<file path="src/design/urnd_pkg.sv">
// Shared types and constants for the unsigned restoring / non-restoring divider.
// No dependencies; used by urnd_stage and unsigned_restoring_nonrestoring_divider.
`timescale 1ns / 1ps

package urnd_pkg;

	// Width of the dividend, divisor, quotient and remainder ports
	localparam int FIELD_W   = 32;
	// Default operand width handled by the datapath
	localparam int WIDTH_DEF = 32;

	// Division method codes carried by func
	localparam logic FUNC_RESTORING    = 1'b0;
	localparam logic FUNC_NONRESTORING = 1'b1;

	// Control that travels with every transaction through the pipeline
	typedef struct packed {
		logic valid;
		logic func;
		logic zero;   // dividend is zero: force both results to zero
	} ctl_t;

endpackage

</file>
<file path="src/design/urnd_stage.sv">
// One quotient-bit stage of the divider pipeline: shift, add or subtract, register.
// Depends on urnd_pkg for ctl_t and the method codes.
`timescale 1ns / 1ps

module urnd_stage #(
	parameter int WIDTH = urnd_pkg::WIDTH_DEF
) (
	input  logic                 clk,
	input  logic                 arst_n,
	input  logic                 en,
	input  urnd_pkg::ctl_t       src_ctl,
	input  logic [WIDTH+1:0]     src_rem,
	input  logic [WIDTH-1:0]     src_quo,
	input  logic [WIDTH-1:0]     src_den,
	output urnd_pkg::ctl_t       ctl,
	output logic [WIDTH+1:0]     rem,
	output logic [WIDTH-1:0]     quo,
	output logic [WIDTH-1:0]     den
);

	localparam int RW = WIDTH + 2;

	urnd_pkg::ctl_t   ctl_s1;
	logic [RW-1:0]    rem_s1;
	logic [WIDTH-1:0] quo_s1;
	logic [WIDTH-1:0] den_s1;

	logic [RW-1:0]    shifted;
	logic [RW-1:0]    diff;
	logic [RW-1:0]    sum;
	logic [RW-1:0]    next_rem;
	logic             qbit;
	logic [WIDTH:0]   quo_ext;

	always_comb begin
		// bring down the next dividend bit from the top of the quotient word
		shifted = {src_rem[RW-2:0], src_quo[WIDTH-1]};
		diff    = shifted - RW'(src_den);
		sum     = shifted + RW'(src_den);
		case (src_ctl.func)
			urnd_pkg::FUNC_RESTORING: begin
				// restore on a negative trial by keeping the shifted value
				next_rem = diff[RW-1] ? shifted : diff;
				qbit     = ~diff[RW-1];
			end
			urnd_pkg::FUNC_NONRESTORING: begin
				next_rem = src_rem[RW-1] ? sum : diff;
				qbit     = ~next_rem[RW-1];
			end
			default: begin
				next_rem = diff;
				qbit     = 1'b0;
			end
		endcase
		quo_ext = {src_quo, qbit};
	end

	always_ff @(posedge clk or negedge arst_n) begin
		if (!arst_n) begin
			ctl_s1 <= '0;
		end else if (en) begin
			ctl_s1 <= src_ctl;
		end
	end

	always_ff @(posedge clk) begin
		if (en) begin
			rem_s1 <= next_rem;
			quo_s1 <= quo_ext[WIDTH-1:0];
			den_s1 <= src_den;
		end
	end

	assign ctl = ctl_s1;
	assign rem = rem_s1;
	assign quo = quo_s1;
	assign den = den_s1;

endmodule

</file>
<file path="config.mk">
export PLATFORM = sky130hd
export DESIGN_NAME = urnd_stage
export DESIGN_NICKNAME = d
export VERILOG_FILES = /design/src/design/urnd_pkg.sv /design/src/design/urnd_stage.sv
export SDC_FILE = /design/constraint.sdc
export NUM_CORES = 1
export LEC_CHECK = 0
export ABC_AREA = 1
export BUFFER_PORTS_ARGS = -buffer_cell sky130_fd_sc_hd__buf_2
export CORE_ASPECT_RATIO = 1.25
export CORE_UTILIZATION = 35
export CTS_CLUSTER_DIAMETER = 40
export DETAILED_ROUTE_END_ITERATION = 8
export MAX_ROUTING_LAYER = met4
export SYNTH_ARGS = -nofsm -noshare
export SYNTH_HDL_FRONTEND = slang
export SYNTH_SLANG_ARGS = --single-unit
</file>
<file path="constraint.sdc">
create_clock -name clk -period 1.1 [get_ports clk]
set_clock_uncertainty 0.15 [all_clocks]
set_input_delay 0.22 -clock clk [delete_from_list [all_inputs] [get_ports clk]]
set_output_delay 0.22 -clock clk [all_outputs]
set_load 0.02 [all_outputs]
</file>
==> impl_metrics.tcl <==
set metrics [dict create \
    status "finished with violations" \
    violations "negative setup slack" \
    critPathLaunchType "input pin" \
    finalWirelength_mm 38.09 \
    vias 10600 \
    synth-async-reset-ratio_pct 2.970 \
    synth_top_cell_area_share_pct 32.58 \
    place_hpwl_mm 30.17 \
    syn_nets 1478 \
    crit_slowest_cell "ha_4" \
    first_global_vias 10840 \
    setup_slack_ns -1.274 \
    finalNetCount 2033 \
    yosysWarnings 0 \
    ff2ff_path_depth 2 \
    worstHoldPathType "in -> async" \
    yosys_register_bits 101 \
    rsz0062_at_grt "yes" \
    htree_num_levels 3 \
    crit_fanout 5 \
    fin_crit_sh_pct 215.8 \
    wl_per_cell_um 17.30 \
    routabilityCongestion 0.9761 \
    grt_use_total_pct 29.62 \
    cap_violations 0 \
    fp.dieW_um 145.7 \
    total_leakage_power_uw 0.007649 \
    cts_tree "done" \
    ys_seq_area_share_pct 33.41 \
    avgSynthCellArea_um2 6.912 \
    grt_pass1_wl_mm 57.39 \
    initial_core_util_pct 35.72 \
    ir_worst_vdd_uv 793.5 \
    ant_nets 0 \
    drtPass1Iterations 5 \
    io_pins 205 \
    yosysMostFrequentCell "nand2_1" \
    critPathMostFrequentCell "nand2_2" \
    synth_cell_types 41 \
    finalHoldViolCount 0 \
    io_buffer_count 204 \
    netlist_top_cells_area "edfxtp_1, nand2_1, inv_1" \
    area_delta_synth_final_pct 66.50 \
    synth_common_cells "nand2_1, inv_1, nand3_1" \
    grt_max_degree 35 \
    clk_path_buf_depth 2 \
    antenna_found_initial 0 \
    die_area_um2 26460 \
    drive_above_1_share_pct 38.99 \
    yosysTopAreaCell "edfxtp_1" \
    end_kind "flop" \
    max_freq_mhz 421.2 \
    worst_slew_pin_slew_ns 0.4729 \
    synth_edf_count 98 \
    clock-sinks 101 \
    critPathMaxStageDelay_ns 0.31 \
    slew_headroom_pct 68.14 \
    via_per_inst 4.812 \
    clk_pin_slew_ns 0.08 \
    std_cell_rows 65 \
    clock_latency_ns 0.37 \
    fillers 2350 \
    crit_type "in -> reg" \
    holdWs_ns 0.01303 \
    core_area_um2 25290 \
    synth-main-ff-cell "edfxtp_1" \
    diodes 0 \
    crit_arrival_ns 2.35 \
    drv_slew 0 \
    fin_util_pct 59.47 \
    grt-ovfl-total 0 \
    path_cells "buf_6 > inv_2 > ha_4 > a21oi_2 > buf_4 > o21ai_2 > nand2_1 > nand2_2 > a21oi_4 > nand2_2 > nand2_2 > nand3_4 > ha_4 > nor2_4 > buf_12 > buf_16 > a22oi_2 > nand2_1" \
    dieHeight_um 181.6 \
    p_per_area_nw_per_um2 1035 \
    fin_crit_ns 2.374 \
    setup_viol 136 \
    synth_area_um2 9034 \
    remaining_drc_errors 0 \
    synthCells 1307 \
    required_ns 1.08 \
    drt_iter0_markers 580 \
    cts_made_buffers 9 \
    cts_root_buffer "clkbuf_16" \
]
through the flow:
stage          setup slack (ns)  area, um2  std cells  setup TNS [ns]  total power, uW
2_1_floorplan            -1.412       9266       1307          -48.08             8136
3_3_place_gp             -1.829      12760       2099          -63.76            11010
3_5_place_dp             -1.856      12760       2099          -65.85            11050
4_1_cts                  -1.265      14590       2199          -58.77            15260
5_1_grt                  -1.338      15040       2202          -63.86            16350
6_report                 -1.274      15040       2202          -58.77            15560
where the power goes:
part	switching, uW	total (uW)	internal, uW
Clock	1740	3380	1640
Combinational	4000	7330	3320
Sequential	151	4850	4700
final timing paths:
check                             from  endpoint  slack [ns]
max                        src_den[26]   rem[18]       -1.27
min                             arst_n    ctl[0]        0.01
max reg2reg                     ctl[0]    ctl[0]        0.07
min reg2reg                     ctl[1]    ctl[1]        0.41
max in group asynchronous       arst_n    ctl[2]        0.68
min in group clk           src_den[15]   den[15]        0.01
critical path: cells and delay by family:
kind / cells / cell delay [ns]
adders and majority gates: 2 / 0.53
buffers and inverters: 5 / 0.57
AOI/OAI and AO/OA: 4 / 0.50
and+or+nand+nor: 7 / 0.50
metal layers:
layer / track usage [%] / part of all wire, % / vias up
li1: - / - / 5290
met1: 29.95 / 37 / 4887
met2: 54.39 / 53 / 308
met3: 2.814 / 3.4 / 110
met4: 19.12 / 6.8 / 0
met5: - / 0 / -
timing repair:
action / in CTS / in global routing
endpoints found under the hold margin: 65 / 0
pin swaps: 49 / 32
setup endpoints to repair: 136 / 136
hold buffers: 63 / 0
gates cloned: 2 / 0
setup buffers: 19 / 5
resized for setup: 166 / 124
cells by family (layout without fill, tap and decap cells):
kind of cell,Yosys count,in the layout,share of synthesized area [%]
adders and majority gates,67,67,9.446
xor gates and xnor gates,23,23,2.230
AOI/OAI and AO/OA,161,161,10.51
and+or+nand+nor,681,681,31.75
DFF,101,101,33.41
buffers and inverters,272,832,12.41
muxes,2,2,0.2493
registers in the layout, summed over array words and instances (netlist names):
signal,count
quo,32
den,32
rem,34
ctl,3
cell usage in the layout (no fill, tap or decap), types with 3 or more instances in the layout:
master         synthesis  layout
nand2_1              398     357
buf_4                  7     304
inv_1                220     196
buf_2                 19     135
nand3_1              112     110
nor2_1               111     100
edfxtp_1              98      98
buf_6                  6      67
dlygate4sd3_1          0      63
a21oi_1               62      51
nand2_2               11      43
ha_1                  65      38
o21ai_0               38      29
inv_2                  9      26
ha_4                   0      25
xor2_1                21      21
buf_12                 0      16
nand4_1               14      14
o21ai_1                8      13
a22oi_2                0      12
a21boi_2               0      11
o21bai_1              10      10
nor3_1                11      10
o211ai_1              10      10
nand2_4                0       9
nor2_2                 4       9
clkbuf_16              0       9
a21oi_2                4       8
a21oi_4                0       7
o21ai_2                2       6
nor2_4                 0       6
nand3_2                5       5
inv_8                  0       5
and2_1                 4       4
nand3b_1               4       4
inv_4                  0       4
dfrtp_1                3       3
area by class of cell:
cell class,instances,area (um2),share of cell area [%]
Clock buffer,9,225.2,1.497
Clock inverter,7,83.83,0.5574
Inverter,229,897.1,5.965
Multi-Input combinational cell,934,5692,37.84
Sequential cell,101,3018,20.06
Tap cell,335,419.2,2.787
Timing Repair Buffer,587,4706,31.29
Power figures use the tool's default switching activity.
